## src/sv/tdslp_pkg.sv

```systemverilog
// Package for the tagged decimal sensor line parser.
// Holds the parse mode type, the ASCII codes the parser matches and the output value type; no dependencies.
package tdslp_pkg;

  typedef enum logic [2:0] {
    MODE_IDLE  = 3'd0,
    MODE_LIGHT = 3'd1,
    MODE_SOIL  = 3'd2,
    MODE_HUM   = 3'd3,
    MODE_TEMP  = 3'd4
  } mode_t;

  localparam logic [7:0] CH_L       = 8'h4C;
  localparam logic [7:0] CH_S       = 8'h53;
  localparam logic [7:0] CH_H       = 8'h48;
  localparam logic [7:0] CH_T       = 8'h54;
  localparam logic [7:0] CH_SPACE   = 8'h20;
  localparam logic [7:0] CH_NEWLINE = 8'h0A;
  localparam logic [7:0] CH_ZERO    = 8'h30;
  localparam logic [7:0] CH_NINE    = 8'h39;

  localparam int unsigned OUT_WIDTH = 16;

  typedef logic [OUT_WIDTH-1:0] out_val_t;

endpackage

```

## src/sv/tagged_decimal_sensor_line_parser.sv

```systemverilog
// Top level of the tagged decimal sensor line parser.
// Uses tdslp_pkg and tdslp_fold.
//
// Usage:
//   Input channel (in_valid, in_stall, in_rx_byte) takes one ASCII byte per
//   word. Tags L, S, H, T open a field and clear its value; digits fold in as
//   value*10+digit with saturation; a space closes the field. A newline
//   outside a field, after at least one tag since the last report, sends one
//   result word on the output channel (out_valid, out_stall, four 16-bit
//   values).
//   Throughput: one byte per cycle while in_stall is low. A result word
//   reaches the output once its newline is parsed out of the input
//   register into the result register.
//   Reset (rst_n low, synchronous) empties both registers, leaves all
//   fields closed, clears the values and the tag seen flag.
//   While out_stall holds a waiting result, the result register keeps its
//   word; the input register takes one more byte only if it is empty, then
//   in_stall rises until the result is taken.
module tagged_decimal_sensor_line_parser #(
  parameter int unsigned VALUE_WIDTH = 16
) (
  input  logic                clk,
  input  logic                rst_n,
  input  logic                in_valid,
  output logic                in_stall,
  input  logic [7:0]          in_rx_byte,
  output logic                out_valid,
  input  logic                out_stall,
  output tdslp_pkg::out_val_t out_soil_moisture,
  output tdslp_pkg::out_val_t out_light_level,
  output tdslp_pkg::out_val_t out_temperature,
  output tdslp_pkg::out_val_t out_humidity
);
  import tdslp_pkg::*;

  logic [7:0]             byte_r;
  logic                   byte_vld_r;
  mode_t                  mode_r, mode_nxt;
  logic [VALUE_WIDTH-1:0] light_r, light_nxt;
  logic [VALUE_WIDTH-1:0] soil_r, soil_nxt;
  logic [VALUE_WIDTH-1:0] hum_r, hum_nxt;
  logic [VALUE_WIDTH-1:0] temp_r, temp_nxt;
  logic                   seen_r, seen_nxt;
  logic                   out_vld_r;
  out_val_t               soil_out_r, light_out_r, temp_out_r, hum_out_r;

  logic                   can_proc;
  logic                   proc;
  logic                   emit;
  logic [VALUE_WIDTH-1:0] acc_sel;
  logic [VALUE_WIDTH-1:0] acc_fold;

  assign can_proc = !out_vld_r || !out_stall;
  assign in_stall = byte_vld_r && !can_proc;
  assign proc     = byte_vld_r && can_proc;

  always_comb begin
    case (mode_r)
      MODE_LIGHT: acc_sel = light_r;
      MODE_SOIL:  acc_sel = soil_r;
      MODE_HUM:   acc_sel = hum_r;
      MODE_TEMP:  acc_sel = temp_r;
      default:    acc_sel = '0;
    endcase
  end

  tdslp_fold #(
    .VALUE_WIDTH(VALUE_WIDTH)
  ) u_fold (
    .acc     (acc_sel),
    .rx_byte (byte_r),
    .acc_out (acc_fold)
  );

  always_comb begin
    mode_nxt  = mode_r;
    light_nxt = light_r;
    soil_nxt  = soil_r;
    hum_nxt   = hum_r;
    temp_nxt  = temp_r;
    seen_nxt  = seen_r;
    emit      = 1'b0;
    if (proc) begin
      unique case (mode_r) inside
        MODE_LIGHT, MODE_SOIL, MODE_HUM, MODE_TEMP: begin
          if (byte_r == CH_SPACE) begin
            mode_nxt = MODE_IDLE;
          end else begin
            case (mode_r)
              MODE_LIGHT: light_nxt = acc_fold;
              MODE_SOIL:  soil_nxt  = acc_fold;
              MODE_HUM:   hum_nxt   = acc_fold;
              default:    temp_nxt  = acc_fold;
            endcase
          end
        end
        default: begin
          mode_nxt = MODE_IDLE;
          unique case (byte_r)
            CH_L: begin
              light_nxt = '0;
              mode_nxt  = MODE_LIGHT;
              seen_nxt  = 1'b1;
            end
            CH_S: begin
              soil_nxt = '0;
              mode_nxt = MODE_SOIL;
              seen_nxt = 1'b1;
            end
            CH_H: begin
              hum_nxt  = '0;
              mode_nxt = MODE_HUM;
              seen_nxt = 1'b1;
            end
            CH_T: begin
              temp_nxt = '0;
              mode_nxt = MODE_TEMP;
              seen_nxt = 1'b1;
            end
            CH_NEWLINE: begin
              if (seen_r) begin
                seen_nxt = 1'b0;
                emit     = 1'b1;
              end
            end
            default: ;
          endcase
        end
      endcase
    end
  end

  always_ff @(posedge clk) begin
    if (!rst_n) begin
      byte_vld_r <= 1'b0;
      mode_r     <= MODE_IDLE;
      light_r    <= '0;
      soil_r     <= '0;
      hum_r      <= '0;
      temp_r     <= '0;
      seen_r     <= 1'b0;
      out_vld_r  <= 1'b0;
    end else begin
      if (!in_stall) begin
        byte_vld_r <= in_valid;
      end
      mode_r  <= mode_nxt;
      light_r <= light_nxt;
      soil_r  <= soil_nxt;
      hum_r   <= hum_nxt;
      temp_r  <= temp_nxt;
      seen_r  <= seen_nxt;
      if (can_proc) begin
        out_vld_r <= emit;
      end
    end
  end

  always_ff @(posedge clk) begin
    if (!in_stall && in_valid) begin
      byte_r <= in_rx_byte;
    end
    if (emit) begin
      soil_out_r  <= OUT_WIDTH'(soil_r);
      light_out_r <= OUT_WIDTH'(light_r);
      temp_out_r  <= OUT_WIDTH'(temp_r);
      hum_out_r   <= OUT_WIDTH'(hum_r);
    end
  end

  assign out_valid         = out_vld_r;
  assign out_soil_moisture = soil_out_r;
  assign out_light_level   = light_out_r;
  assign out_temperature   = temp_out_r;
  assign out_humidity      = hum_out_r;

endmodule

```

## src/sv/tdslp_fold.sv

```systemverilog
// Saturating decimal fold: acc*10 + digit, clamped to the accumulator maximum.
// Non-digit bytes count as zero. Uses tdslp_pkg.
module tdslp_fold #(
  parameter int unsigned VALUE_WIDTH = 16
) (
  input  logic [VALUE_WIDTH-1:0] acc,
  input  logic [7:0]             rx_byte,
  output logic [VALUE_WIDTH-1:0] acc_out
);
  import tdslp_pkg::*;

  localparam int unsigned WIDE = VALUE_WIDTH + 4;

  logic [3:0]      digit;
  logic [WIDE-1:0] acc_w;
  logic [WIDE-1:0] sum;

  always_comb begin
    if (rx_byte >= CH_ZERO && rx_byte <= CH_NINE) begin
      digit = 4'(rx_byte - CH_ZERO);
    end else begin
      digit = 4'd0;
    end
    acc_w = WIDE'(acc);
    sum   = (acc_w << 3) + (acc_w << 1) + WIDE'(digit);
    if (sum[WIDE-1:VALUE_WIDTH] != '0) begin
      acc_out = '1;
    end else begin
      acc_out = sum[VALUE_WIDTH-1:0];
    end
  end

endmodule
```

## config.mk

```make
export PLATFORM = sky130hd
export DESIGN_NAME = tagged_decimal_sensor_line_parser
export DESIGN_NICKNAME = d
export VERILOG_FILES = /design/src/sv/tdslp_pkg.sv /design/src/sv/tagged_decimal_sensor_line_parser.sv /design/src/sv/tdslp_fold.sv
export SDC_FILE = /design/constraint.sdc
export NUM_CORES = 1
export LEC_CHECK = 0
export CORE_ASPECT_RATIO = 1.25
export CORE_MARGIN = 1
export CORE_UTILIZATION = 60
export CTS_CLUSTER_SIZE = 24
export DETAILED_ROUTE_END_ITERATION = 6
export DONT_BUFFER_PORTS = 1
export PLACE_DENSITY = 0.74
export SETUP_SLACK_MARGIN = 0.3
export SLEW_MARGIN = 20
export SYNTH_ARGS = -nofsm -noshare
export SYNTH_HDL_FRONTEND = slang
export SYNTH_SLANG_ARGS = --single-unit
```

## constraint.sdc

```tcl
create_clock -name clk -period 4.8 [get_ports clk]
set_input_delay 0 -clock clk [delete_from_list [all_inputs] [get_ports clk]]
set_output_delay 0 -clock clk [all_outputs]
set_load 0.01 [all_outputs]
```

# Yosys cells after proc, flatten, opt, wreduce, memory -nomap -nowiden
# Cells that the tools add are included.
[op_classes]
add_sub_neg = 3
multipliers = 0
div = 0
n_lt_le_gt_ge = 2
eq_ne = 16
n_shift = 0
mux = 27
bitwise_logic = 1
n_reduce_logical = 24
[ops]
columns = ["op", "n"]
rows = [
  ["16-bit 2-to-1 mux", 17],
  ["16-bit case mux with 4 select lines", 1],
  ["8-bit by 7-bit equality test with 1-bit output, second input constant", 4],
  ["19-bit by 17-bit adder with 20-bit output", 1],
  ["20-bit by 4-bit adder with 20-bit output", 1],
  ["4-bit AND reduction", 4],
  ["2-bit inequality test, second input constant", 6],
  ["3-bit case mux with 4 select lines", 1],
  ["2-bit nonzero test", 5],
  ["8-bit by 4-bit equality test with 1-bit output, second input constant", 1],
  ["8-bit by 6-bit equality test with 1-bit output, second input constant", 1],
  ["8-bit by 6-bit greater-or-equal comparator with 1-bit output, second input constant", 1],
  ["8-bit by 6-bit <= comparator with 1-bit output, second input constant", 1],
  ["4-bit OR reduction", 2],
  ["3-bit by 2-bit equality test with 1-bit output, second input constant", 2],
  ["3-bit 2-to-1 mux", 2],
  ["1-bit logical AND", 4],
  ["1-bit zero test", 4],
  ["1-bit 2-to-1 mux", 4],
  ["4-bit 2-to-1 mux", 1],
  ["4-bit nonzero test", 1],
  ["4-bit by 1-bit subtractor with 4-bit output, second input constant", 1],
  ["3-bit by 1-bit equality test with 1-bit output, second input constant", 1],
  ["3-bit equality test, second input constant", 1],
  ["6 further kinds", 6],
]
[word_totals]
ff_bits = 142
latch_bits = 0
mem_bits_rw = 0
mem_bits_ro = 0
input_bits = 12
output_inout_bits = 66
elab_cells = 86
memories = 0

# Depth between registers and ports, before layout
# Gate-level depths: netlist (run 1).
[depth]
depth_word = 9
ltp_mapped = 19
ltp_nobuf = 16

# Cells and area by module
# A second synthesis (run 1) with hierarchy kept.
[unflattened]
hier_cells = 607
hier_area_um2 = 6810.3
[by_module_without_submodules]
columns = ["mod", "instances", "cells_each", "area_each_um2", "seq_area_each_um2"]
rows = [
  ["tagged_decimal_sensor_line_parser", 1, 443, 5485.3, 3563.4],
  ["tdslp_fold", 1, 164, 1325.0, 0.0],
]

# Least setup slack after synthesis (run 1)
# No wires, ideal clock.
[synth_timing]
kind = "reg-to-reg"
startpoint = "register mode_r[1]"
endpoint = "register temp_r[15]"
setup_time_ns = 0.125
arrival_time_ns = 3.845
required_ns = 4.675
setup_slack_ns = 0.830
stages_incl_launch_ff = 19
n_path_buf = 4
synth_period_minus_slack_ns = 3.970
cell_sequence = "dfxtp_1 -> buf_4 -> clkbuf_1 -> buf_2 -> mux2i_1 -> o22ai_1 -> ha_1 -> ha_1 -> inv_1 -> fa_1 -> nand2b_1 -> a21oi_2 -> o211ai_2 -> a21oi_2 -> o21ai_1 -> mux2_4 -> buf_6 -> nor3_4 -> o21ai_1"
[synth_via]
elab_chain_len = 9
word_cells_on_any_way = 18
classes_between = "add/sub: 2; eq/ne: 6; mux: 5; reduce/logical: 5"
[synth_rtl]
columns = ["element", "line", "text"]
rows = [
  ["start: declaration", "tagged_decimal_sensor_line_parser.sv:38", "mode_t mode_r, mode_nxt;"],
  ["start signal: assignment", "tagged_decimal_sensor_line_parser.sv:147", "mode_r <= mode_nxt;"],
  ["3-bit equality test, or another cell as far along", "tagged_decimal_sensor_line_parser.sv:58", "case (mode_r)"],
  ["16-bit case mux with 4 select lines", "tagged_decimal_sensor_line_parser.sv:58", ""],
  ["19-bit by 17-bit adder with 20-bit output", "tdslp_fold.sv:25", "sum = (acc_w << 3) + (acc_w << 1) + WIDE'(digit);"],
  ["20-bit by 4-bit adder with 20-bit output", "tdslp_fold.sv:25", ""],
  ["4-bit nonzero test", "tdslp_fold.sv:26", "if (sum[WIDE-1:VALUE_WIDTH] != '0) begin"],
  ["16-bit 2-to-1 mux", "tdslp_fold.sv:26", ""],
  ["16-bit 2-to-1 mux", "tagged_decimal_sensor_line_parser.sv:89", "case (mode_r)"],
  ["16-bit 2-to-1 mux", "tagged_decimal_sensor_line_parser.sv:86", "if (byte_r == CH_SPACE) begin"],
  ["16-bit 2-to-1 mux", "tagged_decimal_sensor_line_parser.sv:84", "unique case (mode_r) inside"],
  ["end signal: assignment", "tagged_decimal_sensor_line_parser.sv:151", "temp_r <= temp_nxt;"],
  ["end: declaration", "tagged_decimal_sensor_line_parser.sv:42", "logic [VALUE_WIDTH-1:0] temp_r, temp_nxt;"],
]
# Several ways; a longest one is shown, not always the timed one. The select of a mux whose other input is x is not followed.
# A chain may end at the register's enable or synchronous reset.

# Worst setup path after layout (run 1)
[layout_timing]
startpoint = "register mode_r[1]"
endpoint = "register hum_r[0]"
[layout_via]
elab_chain_len = 9
word_cells_on_any_way = 17
classes_between = "add/sub: 2; eq/ne: 6; mux: 5; reduce/logical: 4"
[layout_rtl]
columns = ["element", "line", "text"]
rows = [
  ["3-bit equality test, or another cell as far along", "tagged_decimal_sensor_line_parser.sv:58", ""],
  ["16-bit case mux with 4 select lines", "tagged_decimal_sensor_line_parser.sv:58", ""],
  ["19-bit by 17-bit adder with 20-bit output", "tdslp_fold.sv:25", ""],
  ["20-bit by 4-bit adder with 20-bit output", "tdslp_fold.sv:25", ""],
  ["4-bit nonzero test", "tdslp_fold.sv:26", ""],
  ["16-bit 2-to-1 mux", "tdslp_fold.sv:26", ""],
  ["16-bit 2-to-1 mux", "tagged_decimal_sensor_line_parser.sv:89", ""],
  ["16-bit 2-to-1 mux", "tagged_decimal_sensor_line_parser.sv:86", ""],
  ["16-bit 2-to-1 mux", "tagged_decimal_sensor_line_parser.sv:84", ""],
  ["end signal: assignment", "tagged_decimal_sensor_line_parser.sv:150", "hum_r <= hum_nxt;"],
  ["end: declaration", "tagged_decimal_sensor_line_parser.sv:41", "logic [VALUE_WIDTH-1:0] hum_r, hum_nxt;"],
]
# Several ways; a longest one is shown, not always the timed one. The select of a mux whose other input is x is not followed.

==> results of run 1 <==
[worst max-delay path: cells and delay by family (launching register included)]
family                     cells  cell delay [ns]
DFF                            1             0.38
AOI/OAI and AO/OA              6             1.18
buffers and inverters          4             0.71
xor gates and xnor gates       1             0.20
adders and majority gates      2             0.92
and+or+nand+nor                2             0.54
muxes                          1             0.16
[placed cells by master (no fill, tap or decap), types with 7 or more instances in the layout]
master and n:
a22oi_1 17, ha_1 31, nand2b_1 7, mux2i_1 16, clkbuf_16 17, nor3_4 12, dfxtp_1 69, inv_1 11
edfxtp_1 72, nor2_1 16, o21ai_0 21, o22ai_1 15, o2bb2ai_1 16, nand2_1 68, o21ai_1 35, xnor2_1 7
a21oi_1 15, dlygate4sd3_1 12, buf_4 15
[cell families (layout without fill, tap and decap cells)]
group	Yosys count	count (layout)	share of synthesized area, %
buf+inv	39	72	2.98
compound gates	157	157	16.7
flops	142	142	55.5
fa+ha+maj	34	34	6.82
mux	17	17	2.73
xor+xnor	15	15	2.28
simple gates	144	144	13.0
[path summary, 6_finish.rpt]
kind                            cells after the start                   start  slack, ns                              to
worst max register to register                     16  mode_r[1]$_SDFFE_PN0P_       0.57           hum_r[0]$_SDFFE_PN0P_
worst min register to register                      0  soil_r[2]$_SDFFE_PN0P_       0.46  out_soil_moisture[2]$_DFFE_PP_
worst min-delay path                                4                   rst_n       0.08          temp_r[3]$_SDFFE_PN0P_
worst max-delay path                               16  mode_r[1]$_SDFFE_PN0P_       0.57           hum_r[0]$_SDFFE_PN0P_
[routing by layer]
| metal | track usage, % | up-vias | wire (µm) |
|---|---|---|---|
| met1 | 35.2 | 2152 | 6190 |
| met3 | 5.10 | 34 | 677 |
| li1 | - | 2095 | - |
| met5 | 0 | - | 0 |
| met2 | 46.1 | 172 | 7410 |
| met4 | 12.6 | 0 | 383 |
[stage by stage]
step | std cells | setup WS [ns]
after floorplan | 548 | 0.830
after global placement | 661 | 0.417
after detailed placement | 661 | 0.281
after CTS | 705 | 0.293
after global routing | 710 | 0.301
final | 710 | 0.566
[where the power goes]
group	total, W	internal [W]	leakage (nW)	switching (W)
Combinational	0.0000391	0.0000152	1.16	0.0000239
Clock	0.00124	0.000720	0.278	0.000519
Sequential	0.00128	0.00127	1.28	0.00000836
[state kept, by name (all words and copies together), names as in the netlist]
name               cells
byte_r                 8
byte_vld_r             1
hum_r                 16
light_r               16
mode_r                 3
out_humidity          16
out_light_level       16
out_soil_moisture     16
out_temperature       16
out_valid              1
seen_r                 1
soil_r                16
temp_r                16
[repair_timing]
item / CTS / global route
pin swaps: 0 / 1
hold buffers: 12 / 0
buffers inserted: 0 / 5
hold endpoints to repair: 22 / 0
resized for setup: 2 / 6
endpoints found under the setup margin: 5 / 64
[area by class of cell]
class,count,area (µm²)
Multi-Input combinational cell,367,2710
Clock inverter,15,138
Tap cell,129,161
Clock buffer,17,425
Sequential cell,142,3560
Timing Repair Buffer,28,244
Inverter,12,45.0
Fill cell,736,2980
==> qor.txt, run 1 <==
#FFs+latches synth: 142
die area: 11100 µm²
most frequent cell on the critical path: inv_1
Final Setup Violations: 0
Hold WC Path Type: primary input to flip-flop
Post-DP Area: 6530 µm²
Final Hold Violating Endpoints: 0
Final Core Density: 71.0%
Post-Syn Area: 6420 µm²
syn avg cell area: 11.7 µm²
slowest cell delay on critical path: 0.60 ns
final WL: 14.7 mm
setup TNS: 0 ns
Synth Warn #: 0
largest net degree at the start of global routing: 41
Fmax: 236 MHz
Sink Count: 142
Yosys cell types: 67
# Max-Cap Violations: 0
syn nets: 593
Die Span Y: 118 µm
final hold slack: 0.0763 ns
Slew Limit Fails: 0
ANT cells: 0
# rows: 41
post-detail-place hpwl: 9.56 mm
Final ANT Viol Nets: 0
DRC: 0
initial core utilization: 62.6%
CP required: 5.07 ns
first-pass GRT wire length: 23.4 mm
number of global-route vias before repair: 4466
period utilization: 88.2%
layout cells sized above 1: 15.5%
nature of the critical path startpoint: flip-flop
grt total ovfl: 0
Final Power: 0.00256 W
CP max FO: 23
average wire per standard cell: 20.6 µm
relative slew slack: 26.1%
via count: 4453
gpl congestion: 0.929
First-pass DRT Iterations: 7
CP Class: flip-flop to flip-flop
gr usage total: 27.9%
worst skew pair latency: 0.42 ns
H-tree depth: 4
final setup skew: 0.00799 ns
synth top area cells: edfxtp_1, dfxtp_1, ha_1
outcome: finished, final reports clean
overall die width: 94.6 µm
Worst Max-Slew Pin Slew: 1.10 ns
RSZ-0062 raised after global routing: false
cts bufs inserted: 17
crit path capture type: flip-flop
Post-synth EDFFs: 72
Initial DRC Count: 276
fin area: 7280 µm²
Pleak: 2.72 nW
post-synth top area share: 33.7%
Worst-path clk slew: 0.06 ns
Max stage delay cell, worst path: fa_1
P&R area growth vs syn: 13.4%
Period minus WS final: 4.23 ns
clk root buf: clkbuf_16
Synth area leader: edfxtp_1
Nets: 613
core area: 10300 µm²
port bufs: 0
clock buffer depth: 2
Mapped Cells: 548
critical-path cell list: buf_6, mux2i_1, o22ai_1, inv_1, fa_1, inv_1, ha_1, a211oi_2, o21ai_2, o211ai_2, a31oi_1, xnor2_2, nand3_4, buf_4, nor3_2, o21ai_0
ys async rst share: 0%
most common cell in the netlist: edfxtp_1
vias per inst: 6.27
TritonCTS clock tree: done
Worst IR Drop VDD: 0.208 mV
Top Ports: 78
P per Cell Area: 351 nW/µm²
Critical Path AT: 4.50 ns
sequential element share of the synthesized area: 55.5%
initial antenna violation count: 0
Top FF cell, synth: edfxtp_1
top post-synthesis cells by count: edfxtp_1, dfxtp_1, nand2_1
Power figures use the tool's default switching activity.
==> inputs of run 2 (changes only) <==
==> constraint.sdc (replaced) <==
create_clock -name clk -period 4.8 [get_ports clk]
set_input_delay 0.48 -clock clk [delete_from_list [all_inputs] [get_ports clk]]
set_output_delay 0.48 -clock clk [all_outputs]
set_load 0.01 [all_outputs]
==> run 2 against run 1 <==
Effect of this change: critical path depth is the same; non-clock buffer count shrank 12; power shrank 0.28%; flip-flop and latch count is the same; sequential share of layout area grew 0.82 points; via count shrank 0.81%; clock skew shrank 0.0011 ns; critical path type unchanged; highest routed layer unchanged; cell area shrank 1.6%; count of clock-buffer cells in the layout is the same; hold slack gained 0.082 ns; largest cell class unchanged; largest power group unchanged.
==> qor.txt, run 2 (same netlist as run 1, synthesis figures left out) <==
Worst-path clk slew: 0.06 ns
ANT cells: 0
Die Span Y: 118 µm
gpl congestion: 0.929
cts bufs inserted: 17
Max stage delay cell, worst path: fa_1
final hold slack: 0.158 ns
CP max FO: 23
Fmax: 236 MHz
clk root buf: clkbuf_16
commonest non-fill, non-tap cell in the layout: edfxtp_1
footprint of the multi-input gates: 2710 µm²
RSZ-0062 raised after global routing: false
Slew Limit Fails: 0
# rows: 41
Top Ports: 78
setup TNS: 0 ns
Critical Path AT: 4.51 ns
P per Cell Area: 356 nW/µm²
via count: 4417
CP required: 5.07 ns
First-pass DRT Iterations: 5
fin area: 7160 µm²
die area: 11100 µm²
# fillers: 748
period utilization: 88.4%
TritonCTS clock tree: done
clock buffer depth: 2
number of global-route vias before repair: 4409
# Max-Cap Violations: 0
register area: 3560 µm²
Nets: 601
Post-DP Area: 6530 µm²
setup slack, reg-to-reg: 0.55 ns
critical-path cell list: buf_6, mux2i_1, o22ai_1, inv_1, fa_1, inv_1, ha_1, a211oi_2, o21ai_2, o211ai_2, a31oi_1, xnor2_2, nand3_4, buf_4, nor3_2, o21ai_0
P&R area growth vs syn: 11.5%
outcome: finished, final reports clean
Worst IR Drop VDD: 0.209 mV
average wire per standard cell: 20.8 µm
relative slew slack: 28.0%
Final ANT Viol Nets: 0
largest net degree at the start of global routing: 41
final setup skew: 0.00687 ns
slowest cell delay on critical path: 0.60 ns
post-detail-place hpwl: 9.56 mm
overall die width: 94.6 µm
H-tree depth: 4
layout cells sized above 1: 15.8%
DRC: 0
core area: 10300 µm²
Worst Max-Slew Pin Slew: 1.07 ns
Hold WC Path Type: primary input to flip-flop
nature of the critical path startpoint: flip-flop
port bufs: 0
Final Hold Violating Endpoints: 0
vias per inst: 6.33
initial core utilization: 62.6%
worst skew pair latency: 0.42 ns
Pleak: 2.66 nW
Final Setup Violations: 0
Sink Count: 142
placed instance count: 661
initial antenna violation count: 0
most frequent cell on the critical path: inv_1
crit path capture type: flip-flop
Initial DRC Count: 287
CP Class: flip-flop to flip-flop
final WL: 14.5 mm
Period minus WS final: 4.25 ns
gr usage total: 27.7%
Final Non-Filler Cells: 698
grt total ovfl: 0
commonest cells after routing, fill and taps aside: edfxtp_1, dfxtp_1, nand2_1
first-pass GRT wire length: 23.2 mm
[run 2: power by group]
part	leakage (nW)	internal [W]	switching, W	total (W)
Combinational	1.10	0.00000879	0.0000219	0.0000307
Clock	0.278	0.000720	0.000520	0.00124
Sequential	1.28	0.00127	0.00000838	0.00128
[run 2: per-stage QoR]
| stage | utilization [%] | power (W) | setup slack [ns] |
|---|---|---|---|
| global route | 69.8 | 0.00261 | 0.301 |
| global placement | 63.6 | 0.00133 | 0.417 |
| finish | 69.8 | 0.00255 | 0.555 |
| floorplan | - | 0.00133 | 0.830 |
| detailed placement | 63.6 | 0.00133 | 0.281 |
| CTS | 69.2 | 0.00255 | 0.293 |
[run 2: layout make-up]
cell class,count,share of cell area [%]
inverter,12,0.629
clock buffer,17,5.94
clock inverter,15,1.92
timing repair buffer,16,1.73
multi-input combinational,367,37.8
tap,129,2.25
sequential,142,49.8
[run 2: path summary, 6_finish.rpt]
check / end / from / depth (start not counted)
max reg2reg: hum_r[0]$_SDFFE_PN0P_ / mode_r[1]$_SDFFE_PN0P_ / 16
min: byte_r[5]$_DFFE_PP_ / in_rx_byte[5] / 0
min reg2reg: out_humidity[12]$_DFFE_PP_ / hum_r[12]$_SDFFE_PN0P_ / 0
max: hum_r[0]$_SDFFE_PN0P_ / mode_r[1]$_SDFFE_PN0P_ / 16
[run 2: timing repair]
action                                  CTS  global route
endpoints found under the setup margin    5            64
hold buffers                              0             0
setup buffers                             0             5
pin swaps                                 0             1
resized for setup                         2             6
[run 2: worst max-delay path, delay by kind of cell, from the launching register on]
family / cells / cell delay [ns]
fa+ha+maj: 2 / 0.92
buf+inv: 4 / 0.71
compound gates: 6 / 1.19
simple gates: 2 / 0.53
flops: 1 / 0.38
xor+xnor: 1 / 0.20
mux: 1 / 0.15
[run 2: per-layer routing]
metal | vias to the layer above | global-route usage [%] | share of wire, %
li1 | 2070 | - | -
met1 | 2120 | 35.1 | 42
met2 | 192 | 45.2 | 50
met3 | 35 | 5.17 | 5.4
met4 | 0 | 12.6 | 2.7
met5 | - | 0 | 0
==> inputs of run 3 (changes only) <==
Settings changed: BUFFER_PORTS_ARGS set to -buffer_cell sky130_fd_sc_hd__buf_4, CORE_UTILIZATION 60 to 58, CTS_CLUSTER_SIZE 24 to 28, DONT_BUFFER_PORTS 1 to not set, PLACE_DENSITY 0.74 to 0.78.
==> run 3 against run 2 <==
Effect of this change: power rose by 0.11%; worst setup slack improved by 0.082 ns; wire length rose by 2.9%; flip-flop and latch count did not move; first-iteration DRC count rose by 34%.
==> qor.txt, run 3 (same netlist as run 1, synthesis figures left out) <==
outcome: finished, final reports clean
largest net degree at the start of global routing: 38
nature of the critical path startpoint: flip-flop
Critical Path Start: mode_r[2]$_SDFFE_PN0P_
worst min-delay path endpoint: byte_r[7]$_DFFE_PP_
final setup skew: 0.00877 ns
relative slew slack: 31.1%
sequential share of power: 50.1%
Die Span Y: 120 µm
HP Start: in_rx_byte[7]
clk root buf: clkbuf_16
period utilization: 86.7%
hold path depth: 1
clock buffer depth: 2
grt total ovfl: 0
H-tree depth: 4
Psw: 0.000578 W
setup slack, reg-to-reg: 0.64 ns
CP required: 5.08 ns
RSZ-0062 raised after global routing: false
Hold WC Path Type: primary input to flip-flop
Pleak: 3.02 nW
post-detail-place hpwl: 10.1 mm
First-pass DRT Iterations: 5
CP max FO: 16
Fmax: 240 MHz
gpl congestion: 0.970
reg2reg start: mode_r[2]$_SDFFE_PN0P_
Sw Share: 22.7%
average wire per standard cell: 19.2 µm
Slew Limit Fails: 0
Max stage delay cell, worst path: fa_1
worst skew pair latency: 0.43 ns
placed instance count: 740
Nets: 676
commonest non-fill, non-tap cell in the layout: buf_4
initial core utilization: 60.2%
Final ANT Viol Nets: 0
Final Setup Violations: 0
crit path capture type: flip-flop
# Max-Cap Violations: 0
final WL: 14.9 mm
Comb power frac: 1.5%
clock power share: 48.4%
TritonCTS clock tree: done
vias per inst: 6.19
layout cells sized above 1: 25.9%
r2r endpoint: light_r[0]$_SDFFE_PN0P_
ANT cells: 0
slowest cell delay on critical path: 0.53 ns
number of global-route vias before repair: 4758
P&R area growth vs syn: 20.4%
Final Hold Violating Endpoints: 0
Final Non-Filler Cells: 776
Initial DRC Count: 385
r2r worst-path depth: 14
critical-path cell list: nor2b_2, a22oi_1, o22ai_1, inv_1, fa_1, fa_1, nand2b_1, a21oi_2, o211ai_2, a21oi_2, o21ai_1, mux2_4, nor3_2, o21ai_0
die area: 11500 µm²
# rows: 42
internal power: 0.00197 W
Critical Path AT: 4.44 ns
Sink Count: 142
first-pass GRT wire length: 23.4 mm
port bufs: 77
Worst Max-Slew Pin Slew: 1.03 ns
Period minus WS final: 4.16 ns
CP Class: flip-flop to flip-flop
Top Ports: 78
Worst IR Drop VDD: 0.237 mV
P per Cell Area: 330 nW/µm²
Worst-path clk slew: 0.06 ns
cts bufs inserted: 17
initial antenna violation count: 0
overall die width: 96.1 µm
commonest cells after routing, fill and taps aside: buf_4, edfxtp_1, dfxtp_1
Hold-fix buffers, CTS: 0
via count: 4805
gr usage total: 27.4%
setup TNS: 0 ns
core area: 10700 µm²
DRC: 0
run 3: area by class of cell:
class | count | area, µm²
sequential | 142 | 3560
fill | 700 | 2930
multi-input combinational | 367 | 2700
timing repair buffer | 91 | 696
clock buffer | 18 | 439
tap | 132 | 165
clock inverter | 14 | 123
inverter | 12 | 45.0
run 3: repair_timing:
| action | 4_1_cts | 5_1_grt |
|---|---|---|
| pin swaps | 0 | 1 |
| resized for setup | 3 | 3 |
| setup endpoints to repair | 10 | 64 |
| hold endpoints to repair | 0 | 0 |
| setup buffers | 0 | 4 |
run 3: how the worst max path moves through the flow:
stage | to | slack [ns] | cells past startpoint
after floorplan | temp_r[15]$_SDFFE_PN0P_ | 0.83 | 18
after global placement | hum_r[0]$_SDFFE_PN0P_ | 0.56 | 14
after detailed placement | temp_r[0]$_SDFFE_PN0P_ | 0.25 | 14
after CTS | temp_r[4]$_SDFFE_PN0P_ | 0.42 | 15
after global routing | temp_r[0]$_SDFFE_PN0P_ | 0.33 | 14
final | light_r[0]$_SDFFE_PN0P_ | 0.64 | 14
run 3: layer usage:
metal  share of wire (%)  GRT usage (%)  up-vias
li1                    -              -     2207
met2                  49           43.1      230
met5                   0              0        -
met3                 6.8           8.24       51
met4                 3.8           15.3        0
met1                  40           33.1     2317
run 3: worst max-delay path: cells and delay by family (launching register included):
kind / cells / cell delay (ns)
AOI/OAI and AO/OA: 7 / 1.10
adders and majority gates: 2 / 1.01
and+or+nand+nor: 3 / 0.83
DFF: 1 / 0.49
muxes: 1 / 0.49
buffers and inverters: 1 / 0.09
run 3: power by group through the flow:
stage | Sequential, W | Combinational (W) | Clock, W
CTS | 0.00128 | 0.0000376 | 0.00124
global placement | 0.00130 | 0.0000360 | 0
detailed placement | 0.00130 | 0.0000370 | 0
floorplan | 0.00130 | 0.0000243 | 0
finish | 0.00128 | 0.0000382 | 0.00123
global route | 0.00128 | 0.0000398 | 0.00129
run 3: per-stage QoR:
stage                     hold slack, ns  total power [W]  util [%]  area [µm²]  setup WS [ns]
after detailed placement           0.447          0.00134      66.6        7110          0.245
after global routing               0.213          0.00261      72.5        7740          0.334
after floorplan                    0.429          0.00133         -        6420          0.830
after CTS                          0.215          0.00256      72.0        7680          0.416
after global placement             0.443          0.00134      66.6        7110          0.557
final                              0.223          0.00255      72.5        7740          0.637
